<file path="src/rtl/gcm_pkg.sv">
package gcm_pkg;

   localparam int MAX_GROUPS = 5;
   localparam int BYTE_W     = 8;
   localparam int LEVEL_W    = 40;
   localparam int GRP_W      = 3;
   localparam int BIT_W      = 4;
   localparam int BSEL_W     = 3;
   localparam int STAT_W     = 2;
   localparam int TICK_W     = 8;
   localparam int ADDR_W     = 4;
   localparam int DATA_W     = 32;
   localparam int IDX_W      = 8;

   localparam logic [MAX_GROUPS-1:0] RESET_OUT_MASK    = '0;
   localparam logic [TICK_W-1:0]     RESET_PULSE_TICKS = 8'd50;
   localparam logic [TICK_W-1:0]     RESET_LED_TICKS   = 8'd40;

   typedef enum logic [1:0] {
      CSR_OUT_MASK    = 2'd0,
      CSR_PULSE_TICKS = 2'd1,
      CSR_LED_TICKS   = 2'd2
   } csr_idx_type;

   typedef enum logic {
      CMD_TICK  = 1'b0,
      CMD_PULSE = 1'b1
   } cmd_type;

   typedef enum logic {
      KIND_CHANGE = 1'b0,
      KIND_DONE   = 1'b1
   } kind_type;

   typedef enum logic [STAT_W-1:0] {
      STAT_OK         = 2'd0,
      STAT_BAD_INDEX  = 2'd1,
      STAT_NOT_OUTPUT = 2'd2
   } status_type;

   // per-lane control for one accepted word
   typedef struct packed {
      logic              tick;
      logic              clr;
      logic [BSEL_W-1:0] clr_bit;
   } lane_ctl_type;

   typedef struct packed {
      logic restart;
      logic step;
   } timer_ctl_type;

   // what the merge stage keeps of one accepted word
   typedef struct packed {
      logic [LEVEL_W-1:0] levels;
      status_type         status;
      logic [LEVEL_W-1:0] drive;
      logic               led;
   } rec_type;

endpackage

</file>
<file path="src/rtl/gcm_req_if.sv">
interface gcm_req_if import gcm_pkg::*; ();
   logic               valid;
   logic               ready;
   logic               command;
   logic [GRP_W-1:0]   group_index;
   logic [BIT_W-1:0]   bit_index;
   logic [LEVEL_W-1:0] input_levels;

   modport source (output valid, command, group_index, bit_index, input_levels,
                   input ready);
   modport sink (input valid, command, group_index, bit_index, input_levels,
                 output ready);
   modport monitor (input valid, ready, command, group_index, bit_index,
                    input_levels);
endinterface

</file>
<file path="src/rtl/gcm_rsp_if.sv">
interface gcm_rsp_if import gcm_pkg::*; ();
   logic               valid;
   logic               ready;
   logic               kind;
   logic [GRP_W-1:0]   report_group;
   logic [BYTE_W-1:0]  report_value;
   logic [STAT_W-1:0]  status;
   logic [LEVEL_W-1:0] output_drive;
   logic               led_on;
   logic               last;

   modport source (output valid, kind, report_group, report_value, status,
                   output_drive, led_on, last, input ready);
   modport sink (input valid, kind, report_group, report_value, status,
                 output_drive, led_on, last, output ready);
   modport monitor (input valid, ready, kind, report_group, report_value, status,
                    output_drive, led_on, last);
endinterface

</file>
<file path="src/rtl/gcm_lane.sv">
// One I/O group: stored image and change detect.
module gcm_lane import gcm_pkg::*; (
   input  logic              clock,
   input  logic              reset,
   input  logic              en,
   input  logic              is_input,
   input  lane_ctl_type      ctl,
   input  logic [BYTE_W-1:0] level,
   output logic              change
);

   logic [BYTE_W-1:0] image_ff;
   logic [BYTE_W-1:0] image_in;

   always_comb begin
      change   = ctl.tick & is_input & (level != image_ff);
      image_in = image_ff;
      if (change) begin
         image_in = level;
      end
      if (ctl.clr) begin
         image_in = image_ff & ~(BYTE_W'(1) << ctl.clr_bit);
      end
   end

   always_ff @(posedge clock) begin
      if (reset) begin
         image_ff <= '1;
      end else if (en) begin
         image_ff <= image_in;
      end
   end

endmodule

</file>
<file path="src/rtl/gcm_timer.sv">
// Tick timer: restart, saturating count, expire at limit.
module gcm_timer import gcm_pkg::*; (
   input  logic              clock,
   input  logic              reset,
   input  logic              en,
   input  timer_ctl_type     ctl,
   input  logic [TICK_W-1:0] limit,
   output logic              expire,
   output logic              active_nxt
);

   logic              active_ff, active_in, active_mid;
   logic [TICK_W-1:0] cnt_ff, cnt_in, cnt_mid, cnt_inc;

   always_comb begin
      active_mid = ctl.restart | active_ff;
      cnt_mid    = ctl.restart ? '0 : cnt_ff;
      cnt_inc    = (cnt_mid == '1) ? cnt_mid : cnt_mid + TICK_W'(1);
      expire     = ctl.step & active_mid & (cnt_inc >= limit);
      active_in  = active_mid;
      cnt_in     = cnt_mid;
      if (ctl.step && active_mid) begin
         active_in = ~expire;
         cnt_in    = expire ? '0 : cnt_inc;
      end
      active_nxt = active_in;
   end

   always_ff @(posedge clock) begin
      if (reset) begin
         active_ff <= 1'b0;
         cnt_ff    <= '0;
      end else if (en) begin
         active_ff <= active_in;
         cnt_ff    <= cnt_in;
      end
   end

endmodule

</file>
<file path="src/rtl/gcm_merge.sv">
// Merge stage: holds one word's lane results and sends change reports
// lowest group first, then the completion word.
module gcm_merge import gcm_pkg::*; #(
   parameter int GROUPS = MAX_GROUPS
) (
   input  logic              clock,
   input  logic              reset,
   input  logic              load,
   input  logic [GROUPS-1:0] change,
   input  rec_type           rec,
   output logic              ready,
   gcm_rsp_if.source         rsp
);

   logic              valid_ff, valid_in;
   logic [GROUPS-1:0] pend_ff, pend_in, low;
   rec_type           rec_ff, rec_in;
   logic [GRP_W-1:0]  sel;
   logic              done, fire;

   always_comb begin
      low = pend_ff & (~pend_ff + GROUPS'(1));
      sel = '0;
      for (int g = 0; g < GROUPS; g++) begin
         if (low[g]) begin
            sel = sel | GRP_W'(g);
         end
      end
      done  = (pend_ff == '0);
      fire  = valid_ff & rsp.ready;
      ready = ~valid_ff | (rsp.ready & done);

      valid_in = valid_ff;
      pend_in  = pend_ff;
      rec_in   = rec_ff;
      if (fire) begin
         if (done) begin
            valid_in = 1'b0;
         end else begin
            pend_in = pend_ff & ~low;
         end
      end
      if (load) begin
         valid_in = 1'b1;
         pend_in  = change;
         rec_in   = rec;
      end
   end

   always_comb begin
      rsp.valid        = valid_ff;
      rsp.kind         = done ? KIND_DONE : KIND_CHANGE;
      rsp.report_group = done ? '0 : sel;
      rsp.report_value = done ? '0 : rec_ff.levels[{sel, 3'b000} +: BYTE_W];
      rsp.status       = done ? rec_ff.status : STAT_OK;
      rsp.output_drive = rec_ff.drive;
      rsp.led_on       = rec_ff.led;
      rsp.last         = done;
   end

   always_ff @(posedge clock) begin
      if (reset) begin
         valid_ff <= 1'b0;
         pend_ff  <= '0;
      end else begin
         valid_ff <= valid_in;
         pend_ff  <= pend_in;
      end
   end

   always_ff @(posedge clock) begin
      rec_ff <= rec_in;
   end

endmodule

</file>
<file path="src/rtl/gpio_change_monitor_pulse_out_core.sv">
// channel  dir  handshake          payload
// req_ch   in   valid/ready        command, group_index, bit_index, input_levels
// rsp_ch   out  valid/ready        kind, report_group, report_value, status,
//                                  output_drive, led_on, last
// csr      in   APB (psel/penable) output_group_mask @0, pulse_ticks @4,
//                                  led_ticks @8
//
// A word yields one report per changed input group, then a completion word,
// sent from the merge stage one result word per cycle unless rsp_ch stalls.
// The lanes and timers update state in the cycle a word is accepted; the
// next word is taken in the same cycle the last result of this one leaves.
// Reset is synchronous; images and drive come up all ones, timers idle.
// A stall on rsp_ch holds the merge stage and with it req_ch.ready.
module gpio_change_monitor_pulse_out_core import gcm_pkg::*; #(
   parameter int GROUPS = MAX_GROUPS
) (
   input  logic              clock,
   input  logic              reset,
   gcm_req_if.sink           req_ch,
   gcm_rsp_if.source         rsp_ch,
   input  logic              psel,
   input  logic              penable,
   input  logic              pwrite,
   input  logic [ADDR_W-1:0] paddr,
   input  logic [DATA_W-1:0] pwdata,
   output logic [DATA_W-1:0] prdata,
   output logic              pready
);

   // ---- configuration registers ----
   logic [MAX_GROUPS-1:0] out_mask_ff;
   logic [TICK_W-1:0]     pulse_ticks_ff;
   logic [TICK_W-1:0]     led_ticks_ff;
   logic                  csr_wr;
   csr_idx_type           csr_sel;

   assign pready  = 1'b1;
   assign csr_wr  = psel & penable & pwrite & pready;
   assign csr_sel = csr_idx_type'(paddr[3:2]);

   always_ff @(posedge clock) begin
      if (reset) begin
         out_mask_ff    <= RESET_OUT_MASK;
         pulse_ticks_ff <= RESET_PULSE_TICKS;
         led_ticks_ff   <= RESET_LED_TICKS;
      end else if (csr_wr) begin
         case (csr_sel)
            CSR_OUT_MASK:    out_mask_ff    <= pwdata[MAX_GROUPS-1:0];
            CSR_PULSE_TICKS: pulse_ticks_ff <= pwdata[TICK_W-1:0];
            CSR_LED_TICKS:   led_ticks_ff   <= pwdata[TICK_W-1:0];
            default: ;
         endcase
      end
   end

   always_comb begin
      case (csr_sel)
         CSR_OUT_MASK:    prdata = DATA_W'(out_mask_ff);
         CSR_PULSE_TICKS: prdata = DATA_W'(pulse_ticks_ff);
         CSR_LED_TICKS:   prdata = DATA_W'(led_ticks_ff);
         default:         prdata = '0;
      endcase
   end

   // ---- command decode ----
   logic                 accept;
   logic                 is_tick;
   logic                 grp_ok, bit_ok, tgt_out, pulse_ok;
   logic [IDX_W-1:0]     mask_ext;
   status_type           status;
   logic                 ready;

   assign accept   = req_ch.valid & ready;
   assign req_ch.ready = ready;
   assign is_tick  = (req_ch.command == CMD_TICK);
   assign grp_ok   = req_ch.group_index < GRP_W'(GROUPS);
   assign bit_ok   = req_ch.bit_index < BIT_W'(BYTE_W);
   assign mask_ext = IDX_W'(out_mask_ff);
   assign tgt_out  = mask_ext[req_ch.group_index];
   assign pulse_ok = ~is_tick & grp_ok & bit_ok & tgt_out;

   always_comb begin
      if (is_tick) begin
         status = STAT_OK;
      end else if (!(grp_ok && bit_ok)) begin
         status = STAT_BAD_INDEX;
      end else if (!tgt_out) begin
         status = STAT_NOT_OUTPUT;
      end else begin
         status = STAT_OK;
      end
   end

   // ---- group lanes ----
   logic [GROUPS-1:0] change;
   logic              any_change;

   for (genvar g = 0; g < GROUPS; g++) begin : g_lane
      lane_ctl_type lctl;
      always_comb begin
         lctl.tick    = is_tick;
         lctl.clr     = pulse_ok & (req_ch.group_index == GRP_W'(g));
         lctl.clr_bit = req_ch.bit_index[BSEL_W-1:0];
      end
      gcm_lane u_lane (
         .clock    (clock),
         .reset    (reset),
         .en       (accept),
         .is_input (~out_mask_ff[g]),
         .ctl      (lctl),
         .level    (req_ch.input_levels[BYTE_W*g +: BYTE_W]),
         .change   (change[g])
      );
   end

   assign any_change = |change;

   // ---- timers: pulse release and activity LED ----
   timer_ctl_type pulse_ctl, led_ctl;
   logic          pulse_expire, pulse_active_nxt;
   logic          led_expire, led_active_nxt;

   assign pulse_ctl = '{restart: pulse_ok, step: is_tick};
   assign led_ctl   = '{restart: pulse_ok | any_change, step: is_tick};

   gcm_timer u_pulse_timer (
      .clock      (clock),
      .reset      (reset),
      .en         (accept),
      .ctl        (pulse_ctl),
      .limit      (pulse_ticks_ff),
      .expire     (pulse_expire),
      .active_nxt (pulse_active_nxt)
   );

   gcm_timer u_led_timer (
      .clock      (clock),
      .reset      (reset),
      .en         (accept),
      .ctl        (led_ctl),
      .limit      (led_ticks_ff),
      .expire     (led_expire),
      .active_nxt (led_active_nxt)
   );

   // ---- output drive ----
   logic [LEVEL_W-1:0] drive_ff, drive_in;

   always_comb begin
      drive_in = drive_ff;
      if (pulse_ok) begin
         // drive the addressed bit low
         drive_in = drive_ff &
                    ~(LEVEL_W'(1) << {req_ch.group_index, req_ch.bit_index[BSEL_W-1:0]});
      end
      if (pulse_expire) begin
         // release: every group that is an output now goes back to all ones
         for (int g = 0; g < GROUPS; g++) begin
            if (out_mask_ff[g]) begin
               drive_in[BYTE_W*g +: BYTE_W] = '1;
            end
         end
      end
   end

   always_ff @(posedge clock) begin
      if (reset) begin
         drive_ff <= '1;
      end else if (accept) begin
         drive_ff <= drive_in;
      end
   end

   // ---- merge stage ----
   rec_type rec;

   always_comb begin
      rec.levels = req_ch.input_levels;
      rec.status = status;
      rec.drive  = drive_in;
      rec.led    = led_active_nxt & (led_expire | 1'b1);
   end

   gcm_merge #(.GROUPS(GROUPS)) u_merge (
      .clock  (clock),
      .reset  (reset),
      .load   (accept),
      .change (change),
      .rec    (rec),
      .ready  (ready),
      .rsp    (rsp_ch)
   );

endmodule

</file>
<file path="src/flat_wrapper.sv">
// flat-port wrapper written by rule: the top's interface ports become plain ports
module gpio_change_monitor_pulse_out_core_flat import gcm_pkg::*;
#(
   parameter int GROUPS = MAX_GROUPS
)
  (clock, reset, psel, penable, pwrite, paddr, pwdata, prdata, pready, req_ch_valid, req_ch_command, req_ch_group_index, req_ch_bit_index, req_ch_input_levels, req_ch_ready, rsp_ch_valid, rsp_ch_kind, rsp_ch_report_group, rsp_ch_report_value, rsp_ch_status, rsp_ch_output_drive, rsp_ch_led_on, rsp_ch_last, rsp_ch_ready);
  gcm_req_if req_ch_i ();
  gcm_rsp_if rsp_ch_i ();
  input  logic clock;
  input  logic reset;
  input  logic psel;
  input  logic penable;
  input  logic pwrite;
  input  logic [ADDR_W-1:0] paddr;
  input  logic [DATA_W-1:0] pwdata;
  output logic [DATA_W-1:0] prdata;
  output logic pready;
  input wire logic [$bits(req_ch_i.valid)-1:0] req_ch_valid;
  input wire logic [$bits(req_ch_i.command)-1:0] req_ch_command;
  input wire logic [$bits(req_ch_i.group_index)-1:0] req_ch_group_index;
  input wire logic [$bits(req_ch_i.bit_index)-1:0] req_ch_bit_index;
  input wire logic [$bits(req_ch_i.input_levels)-1:0] req_ch_input_levels;
  output wire logic [$bits(req_ch_i.ready)-1:0] req_ch_ready;
  output wire logic [$bits(rsp_ch_i.valid)-1:0] rsp_ch_valid;
  output wire logic [$bits(rsp_ch_i.kind)-1:0] rsp_ch_kind;
  output wire logic [$bits(rsp_ch_i.report_group)-1:0] rsp_ch_report_group;
  output wire logic [$bits(rsp_ch_i.report_value)-1:0] rsp_ch_report_value;
  output wire logic [$bits(rsp_ch_i.status)-1:0] rsp_ch_status;
  output wire logic [$bits(rsp_ch_i.output_drive)-1:0] rsp_ch_output_drive;
  output wire logic [$bits(rsp_ch_i.led_on)-1:0] rsp_ch_led_on;
  output wire logic [$bits(rsp_ch_i.last)-1:0] rsp_ch_last;
  input wire logic [$bits(rsp_ch_i.ready)-1:0] rsp_ch_ready;
  assign req_ch_i.valid = req_ch_valid;
  assign req_ch_i.command = req_ch_command;
  assign req_ch_i.group_index = req_ch_group_index;
  assign req_ch_i.bit_index = req_ch_bit_index;
  assign req_ch_i.input_levels = req_ch_input_levels;
  assign req_ch_ready = req_ch_i.ready;
  assign rsp_ch_valid = rsp_ch_i.valid;
  assign rsp_ch_kind = rsp_ch_i.kind;
  assign rsp_ch_report_group = rsp_ch_i.report_group;
  assign rsp_ch_report_value = rsp_ch_i.report_value;
  assign rsp_ch_status = rsp_ch_i.status;
  assign rsp_ch_output_drive = rsp_ch_i.output_drive;
  assign rsp_ch_led_on = rsp_ch_i.led_on;
  assign rsp_ch_last = rsp_ch_i.last;
  assign rsp_ch_i.ready = rsp_ch_ready;
  gpio_change_monitor_pulse_out_core #(.GROUPS(GROUPS)) u_core (.clock(clock), .reset(reset), .req_ch(req_ch_i), .rsp_ch(rsp_ch_i), .psel(psel), .penable(penable), .pwrite(pwrite), .paddr(paddr), .pwdata(pwdata), .prdata(prdata), .pready(pready));
endmodule
</file>
<file path="config.mk">
export PLATFORM = sky130hd
export DESIGN_NAME = gpio_change_monitor_pulse_out_core_flat
export DESIGN_NICKNAME = d
export VERILOG_FILES = /design/src/rtl/gcm_pkg.sv /design/src/rtl/gcm_req_if.sv /design/src/rtl/gcm_rsp_if.sv /design/src/rtl/gcm_lane.sv /design/src/rtl/gcm_timer.sv /design/src/rtl/gcm_merge.sv /design/src/rtl/gpio_change_monitor_pulse_out_core.sv /design/src/flat_wrapper.sv
export SDC_FILE = /design/constraint.sdc
export NUM_CORES = 1
export LEC_CHECK = 0
export BUFFER_PORTS_ARGS = -buffer_cell sky130_fd_sc_hd__buf_2
export CAP_MARGIN = 20
export CORE_ASPECT_RATIO = 1.1
export CORE_MARGIN = 2
export CORE_UTILIZATION = 57
export CTS_CLUSTER_DIAMETER = 200
export DETAILED_ROUTE_END_ITERATION = 8
export GPL_TIMING_DRIVEN = 0
export PLACE_DENSITY = 0.8
export SYNTH_ARGS = -nofsm -noshare
export SYNTH_HDL_FRONTEND = slang
export SYNTH_HIERARCHICAL = 1
export SYNTH_SLANG_ARGS = --single-unit
</file>
<file path="constraint.sdc">
create_clock -name clock -period 7.85 [get_ports clock]
set_input_delay 0.3925 -clock clock [delete_from_list [all_inputs] [get_ports clock]]
set_output_delay 0.3925 -clock clock [all_outputs]
set_load 0.1 [all_outputs]
</file>
==> results of run 1 <==
## power by group
group / leakage, µW / internal, µW / switching, µW / total, µW
sequential: 0.00169 / 1160 / 21.6 / 1180
combinational: 0.00285 / 119 / 341 / 460
clock: 0.000351 / 599 / 424 / 1020
## metal layers
metal  GRT usage  part of all wire
met5           0           0.00044
met4     0.07823             0.024
met3     0.03593             0.083
met2      0.4290              0.48
met1      0.3364              0.41
## area by class of cell
cell class                 instances  area [µm²]  area share
buffer                           137       862.1     0.06561
clock inverter                    11       85.08    0.006475
antenna                            1       2.502   0.0001904
multi-input combinational        831        5445      0.4144
sequential                       208        4995      0.3801
clock buffer                      30       631.9     0.04809
inverter                          36       135.1     0.01028
timing repair buffer             129       668.1     0.05085
tap                              252       315.3     0.02400
## worst max path at each step
stage	start	to	slack [ns]
after floorplan	u_core/u_merge/pend_ff[2]	u_core/u_pulse_timer/cnt_ff[7]	1.81
after global placement	u_core/u_merge/pend_ff[2]	u_core/u_led_timer/cnt_ff[7]	0.83
after detailed placement	req_ch_command	u_core/drive_ff[3]	1.97
after CTS	u_core/out_mask_ff[4]	u_core/drive_ff[5]	2.36
after global routing	u_core/out_mask_ff[4]	u_core/drive_ff[3]	1.97
final	u_core/out_mask_ff[4]	u_core/drive_ff[3]	2.30
## flip-flops by register name, summed over array words and instances, names as in the netlist
register                         count
u_core/led_ticks_ff                  8
u_core/u_pulse_timer/cnt_ff          8
u_core/u_merge/pend_ff               5
u_core/u_pulse_timer/active_ff       1
u_core/out_mask_ff                   5
u_core/u_led_timer/active_ff         1
u_core/g_lane.u_lane/image_ff       40
u_core/u_merge/rsp.led_on            1
u_core/u_merge/rsp.valid             1
u_core/u_led_timer/cnt_ff            8
u_core/drive_ff                     40
u_core/u_merge/rsp.output_drive     40
u_core/u_merge/rec_ff               42
u_core/pulse_ticks_ff                8
## through the flow
step	util	worst slack (ns)	total power, µW	std cells
after global routing	0.6683	1.970	2758	1635
final	0.6683	2.299	2668	1635
after CTS	0.6682	2.364	2686	1634
after detailed placement	0.6317	1.967	1661	1593
after floorplan	-	1.813	1560	1212
after global placement	0.6301	0.8274	1658	1592
==> results_dict.tcl, run 1 <==
set metrics [dict create \
    outcome "complete, no violations" \
    timing.final.setup_violations 0 \
    endpoint_kind "flip-flop" \
    final.min_clock_period_ns 5.551 \
    fin_tns_setup_ns 0 \
    cts_tree "built" \
    mostFrequentLayoutCell "sky130_fd_sc_hd__buf_2" \
    clock_tree.buffer_depth 3 \
    regToRegEndpoint "u_core/drive_ff[3]" \
    cts_htree_levels 1 \
    hold_path.startpoint "req_ch_input_levels[21]" \
    worstPathRequired_ns 8.30 \
    ir_worst_vdd_mv 0.1696 \
    dpl-instance-area_um2 12420 \
    worstHoldPathType "in2reg" \
    timing.critical_path.buf_inv 6 \
    relSlewSlack 0.4593 \
    drc_errors 0 \
    dr_total_vias 9485 \
    mappedNetlistArea_um2 11350 \
    clk-insertion-delay-late_ns 0.51 \
    grt_max_degree 60 \
    critical_path.reg2reg.startpoint "u_core/out_mask_ff[4]" \
    finalClockSkew_ns 0.008050 \
    cts_sinks 208 \
    fin_area_um2 13140 \
    critical_path_source_type "flip-flop" \
    critPathMaxFanout 10 \
    coreArea_um2 19660 \
    max_freq_ghz 0.1801 \
    layout-area-overhead-vs-synth_pct 15.80 \
    postCtsHoldBufs 0 \
    grt_remaining_overflow 0 \
    site_rows 54 \
    worst-endpoint-arrival_ns 6.00 \
    wire_per_inst_um 16.85 \
    critical_path.top_delay_family "buffers and inverters" \
    cts-buffers-inserted 23 \
    wl_mm 27.55 \
    finalNetCount 1475 \
    floorplan.die_area_um2 21050 \
    rrSetupSlack_ns 2.30 \
    slowest_stage "sky130_fd_sc_hd__a21oi_1" \
    grt_pass1_vias 8713 \
    max_stage_delay_ns 0.64 \
    place_hpwl_mm 19.62 \
    crit_chain "nand4bb_1 -> clkbuf_1 -> a21oi_1 -> clkbuf_1 -> nor2b_1 -> ha_1 -> and3_1 -> and3_1 -> or3_1 -> inv_1 -> ha_1 -> nand2_1 -> o41ai_1 -> buf_2 -> nor2b_1 -> buf_2 -> and2_1 -> clkbuf_1 -> a21o_1 -> a21o_1" \
    layout.filler_cells 1603 \
    total_leakage_power_uw 0.004889 \
    global_route.usage.total 0.2527 \
    top_level_i_o_count 182 \
    max-cap-violations 0 \
    dieWidth_um 138.5 \
    die-height_um 152.0 \
    antenna_violations_before_repair 2 \
    firstDrtPassIters 5 \
    path_clk_slew_ns 0.06 \
    final_antenna_net_count 0 \
    power_per_standard_cell_area_nw_per_um2 203.0 \
    timing.final.hold_violations 0 \
    min_delay_worst_endpoint "u_core/u_merge/rec_ff[64]" \
    ys_warn_count 6 \
    layout_worst_path_cycle_share 0.7072 \
    cts.root.buffer_cell "sky130_fd_sc_hd__clkbuf_16" \
    initial_core_util 0.5771 \
    slew_violations 0 \
    cells_after_synthesis 1189 \
    global_route_wire_length_before_repair_mm 44.24 \
    port_buffers 128 \
    cts_setup_buffers 0 \
    critical_path_cell_count 20 \
    layout.cells.most_common_list "sky130_fd_sc_hd__buf_2 (140), sky130_fd_sc_hd__dfxtp_1 (125), sky130_fd_sc_hd__nand2_1 (106)" \
    synth.avg_cell_area_um2 9.543 \
    grt_setup_unrepaired "false" \
    slew_at_the_pin_with_the_worst_max_slew_slack_ns 0.7906 \
    critPathKind "reg2reg" \
    timing.reg2reg.worst_path_depth 20 \
    drt_iter0_drc 738 \
    cpMostUsedCell "sky130_fd_sc_hd__clkbuf_1" \
    holdWs_ns 0.09704 \
    finalWeightedCongestion 0.9118 \
    share_of_layout_cells_above_drive_strength_1 0.2077 \
    ctsResizeCount 0 \
    worstHoldPathCells 1 \
    route.detailed.vias_per_inst 5.801 \
]
Note: power is estimated with default switching activity, not from simulation.
==> run 2: changes to the inputs <==
Settings changed: ABC_AREA from default to 1, CORE_UTILIZATION 57 to 58, PLACE_DENSITY 0.8 to 0.81.
Clock period 7.85 ns to 5.3 ns, I/O delays scaled along.
==> results_dict.tcl, run 2 <==
set metrics [dict create \
    power_per_standard_cell_area_nw_per_um2 313.6 \
    final.min_clock_period_ns 4.627 \
    ctsResizeCount 0 \
    cts.root.buffer_cell "sky130_fd_sc_hd__clkbuf_16" \
    max_stage_delay_ns 0.33 \
    min_delay_worst_endpoint "u_core/u_merge/rec_ff[50]" \
    clock_tree.buffer_depth 3 \
    dieWidth_um 143.3 \
    mappedNetlistArea_um2 12380 \
    finalNetCount 2002 \
    global_route.usage.total 0.2765 \
    cts_tree "built" \
    endpoint_kind "flip-flop" \
    fin_tns_setup_ns 0 \
    coreArea_um2 21160 \
    route.met2.wl_mm 15.22 \
    registers.top_by_ff_count "u_core/u_merge/rec_ff" \
    clk-insertion-delay-late_ns 0.52 \
    grt_max_degree 68 \
    worst-endpoint-arrival_ns 5.09 \
    slew_violations 0 \
    timing.final.ws_setup_ns 0.6730 \
    relSlewSlack 0.5446 \
    slew_at_the_pin_with_the_worst_max_slew_slack_ns 0.6830 \
    worstHoldPathCells 1 \
    timing.final.setup_violations 0 \
    wire_per_inst_um 14.64 \
    cpMostUsedCell "sky130_fd_sc_hd__nand2_1" \
    initial_core_util 0.5851 \
    port_buffers 128 \
    timing.final.hold_violations 0 \
    detailroute.wirelength.met3_mm 2.972 \
    highest-signal-layer "met4" \
    die-height_um 157.2 \
    finalWeightedCongestion 0.9146 \
    worstPathRequired_ns 5.77 \
    wl_mm 32.23 \
    antenna_violations_before_repair 1 \
    max_freq_ghz 0.2161 \
    critPathMaxFanout 10 \
    grt_pass1_vias 10620 \
    critical_path.reg2reg.startpoint "u_core/out_mask_ff[1]" \
    drc_errors 0 \
    ys_warn_count 6 \
    cts_setup_buffers 0 \
    slowest_stage "sky130_fd_sc_hd__nand2_1" \
    route.detailed.vias_per_inst 5.425 \
    top_level_i_o_count 182 \
    largest_reg_flops 42 \
    final_antenna_net_count 0 \
    floorplan.die_area_um2 22530 \
    cts-buffers-inserted 23 \
    hold_path.startpoint "req_ch_input_levels[7]" \
    max-cap-violations 0 \
    firstDrtPassIters 9 \
    critical_path_source_type "flip-flop" \
    critPathKind "reg2reg" \
    share_of_layout_cells_above_drive_strength_1 0.1853 \
    dr_total_vias 11940 \
    global_route_wire_length_before_repair_mm 50.79 \
    layout_worst_path_cycle_share 0.8730 \
    grt_remaining_overflow 0 \
    drt_iter0_drc 1129 \
    outcome "complete, no violations" \
    postCtsHoldBufs 35 \
    rrSetupSlack_ns 0.67 \
    ir_worst_vdd_mv 0.2036 \
    grt_setup_unrepaired "false" \
    cells_after_synthesis 1680 \
    site_rows 56 \
    regToRegEndpoint "u_core/drive_ff[15]" \
    cts_htree_levels 1 \
    cts_sinks 208 \
    wire_length_the_detailed_router_placed_on_met1_mm 13.08 \
    layout-area-overhead-vs-synth_pct 17.60 \
    place_hpwl_mm 22.83 \
    synth.avg_cell_area_um2 7.369 \
    timing.reg2reg.worst_path_depth 30 \
    layout.filler_cells 1776 \
    worstHoldPathType "in2reg" \
    mostFrequentLayoutCell "sky130_fd_sc_hd__nand2_1" \
    total_leakage_power_uw 0.007183 \
    pre_cts_ws_ns 0.7854 \
    path_clk_slew_ns 0.06 \
    finalClockSkew_ns 0.02393 \
    layout.cells.most_common_list "sky130_fd_sc_hd__nand2_1 (466), sky130_fd_sc_hd__nand3_1 (241), sky130_fd_sc_hd__inv_1 (165)" \
]
-- run 2: cell count changes in the layout (fill, tap and decap cells not counted), moves of 22 or more --
cell	change
sky130_fd_sc_hd__nand2_1	+360
sky130_fd_sc_hd__nand4_1	+34
sky130_fd_sc_hd__dlygate4sd3_1	+36
sky130_fd_sc_hd__nor2_1	+25
sky130_fd_sc_hd__o41ai_1	-26
sky130_fd_sc_hd__inv_1	+129
sky130_fd_sc_hd__o21ai_0	+24
sky130_fd_sc_hd__mux2i_1	-51
sky130_fd_sc_hd__nand3_1	+204
sky130_fd_sc_hd__clkbuf_1	-28
sky130_fd_sc_hd__o21a_1	-22
sky130_fd_sc_hd__o31ai_1	-42
-- run 2: worst max-delay path by stage --
stage / start / to / slack (ns) / cells after the start
finish: u_core/out_mask_ff[1] / u_core/drive_ff[15] / 0.67 / 30
global route: u_core/out_mask_ff[1] / u_core/drive_ff[15] / 0.31 / 31
detailed placement: req_ch_group_index[1] / u_core/drive_ff[15] / 0.79 / 29
global placement: u_core/u_merge/pend_ff[0] / u_core/u_led_timer/cnt_ff[5] / 0.71 / 12
floorplan: u_core/u_merge/pend_ff[0] / u_core/u_led_timer/cnt_ff[5] / 0.75 / 12
CTS: u_core/out_mask_ff[1] / u_core/drive_ff[15] / 0.78 / 30
-- run 2: final cells by class --
| class | count | area (µm²) | share of cell area |
|---|---|---|---|
| Multi-Input combinational cell | 1184 | 5853 | 0.4020 |
| Buffer | 116 | 805.8 | 0.05534 |
| Timing Repair Buffer | 165 | 1028 | 0.07064 |
| Inverter | 195 | 817.0 | 0.05611 |
| Antenna cell | 1 | 2.502 | 0.0001719 |
| Tap cell | 290 | 362.8 | 0.02492 |
| Clock buffer | 31 | 635.6 | 0.04365 |
| Clock inverter | 11 | 60.06 | 0.004125 |
| Sequential cell | 208 | 4995 | 0.3430 |
-- run 2: power breakdown --
group,switching (µW),internal (µW)
Sequential,74.7,1800
Clock,629,841
Combinational,905,316
-- run 2: routing by layer --
layer | vias to the layer above | global-route usage
met1 | 5406 | 0.3564
met3 | 90 | 0.04807
li1 | 5848 | -
met5 | - | 0
met4 | 0 | 0.09477
met2 | 596 | 0.4703
-- run 2: per-stage QoR --
| step | hold slack [ns] | util | total power [µW] | instances | cell area (µm²) |
|---|---|---|---|---|---|
| finish | 0.01625 | 0.6881 | 4566 | 2201 | 14560 |
| global route | 0.004265 | 0.6880 | 4759 | 2200 | 14560 |
| CTS | 0.001516 | 0.6875 | 4579 | 2199 | 14550 |
| detailed placement | 0.4531 | 0.6381 | 3091 | 2122 | 13500 |
| global placement | 0.4487 | 0.6366 | 3067 | 2121 | 13470 |
| floorplan | 0.3341 | - | 2853 | 1703 | 12470 |
-- run 2: worst max-delay path: cells and delay by family, from the launching register on --
kind	cells	cell delay, ns
adders and majority gates	2	0.46
DFF	1	0.32
buffers and inverters	8	1.16
AOI/OAI and AO/OA	1	0.14
and+or+nand+nor	19	2.52
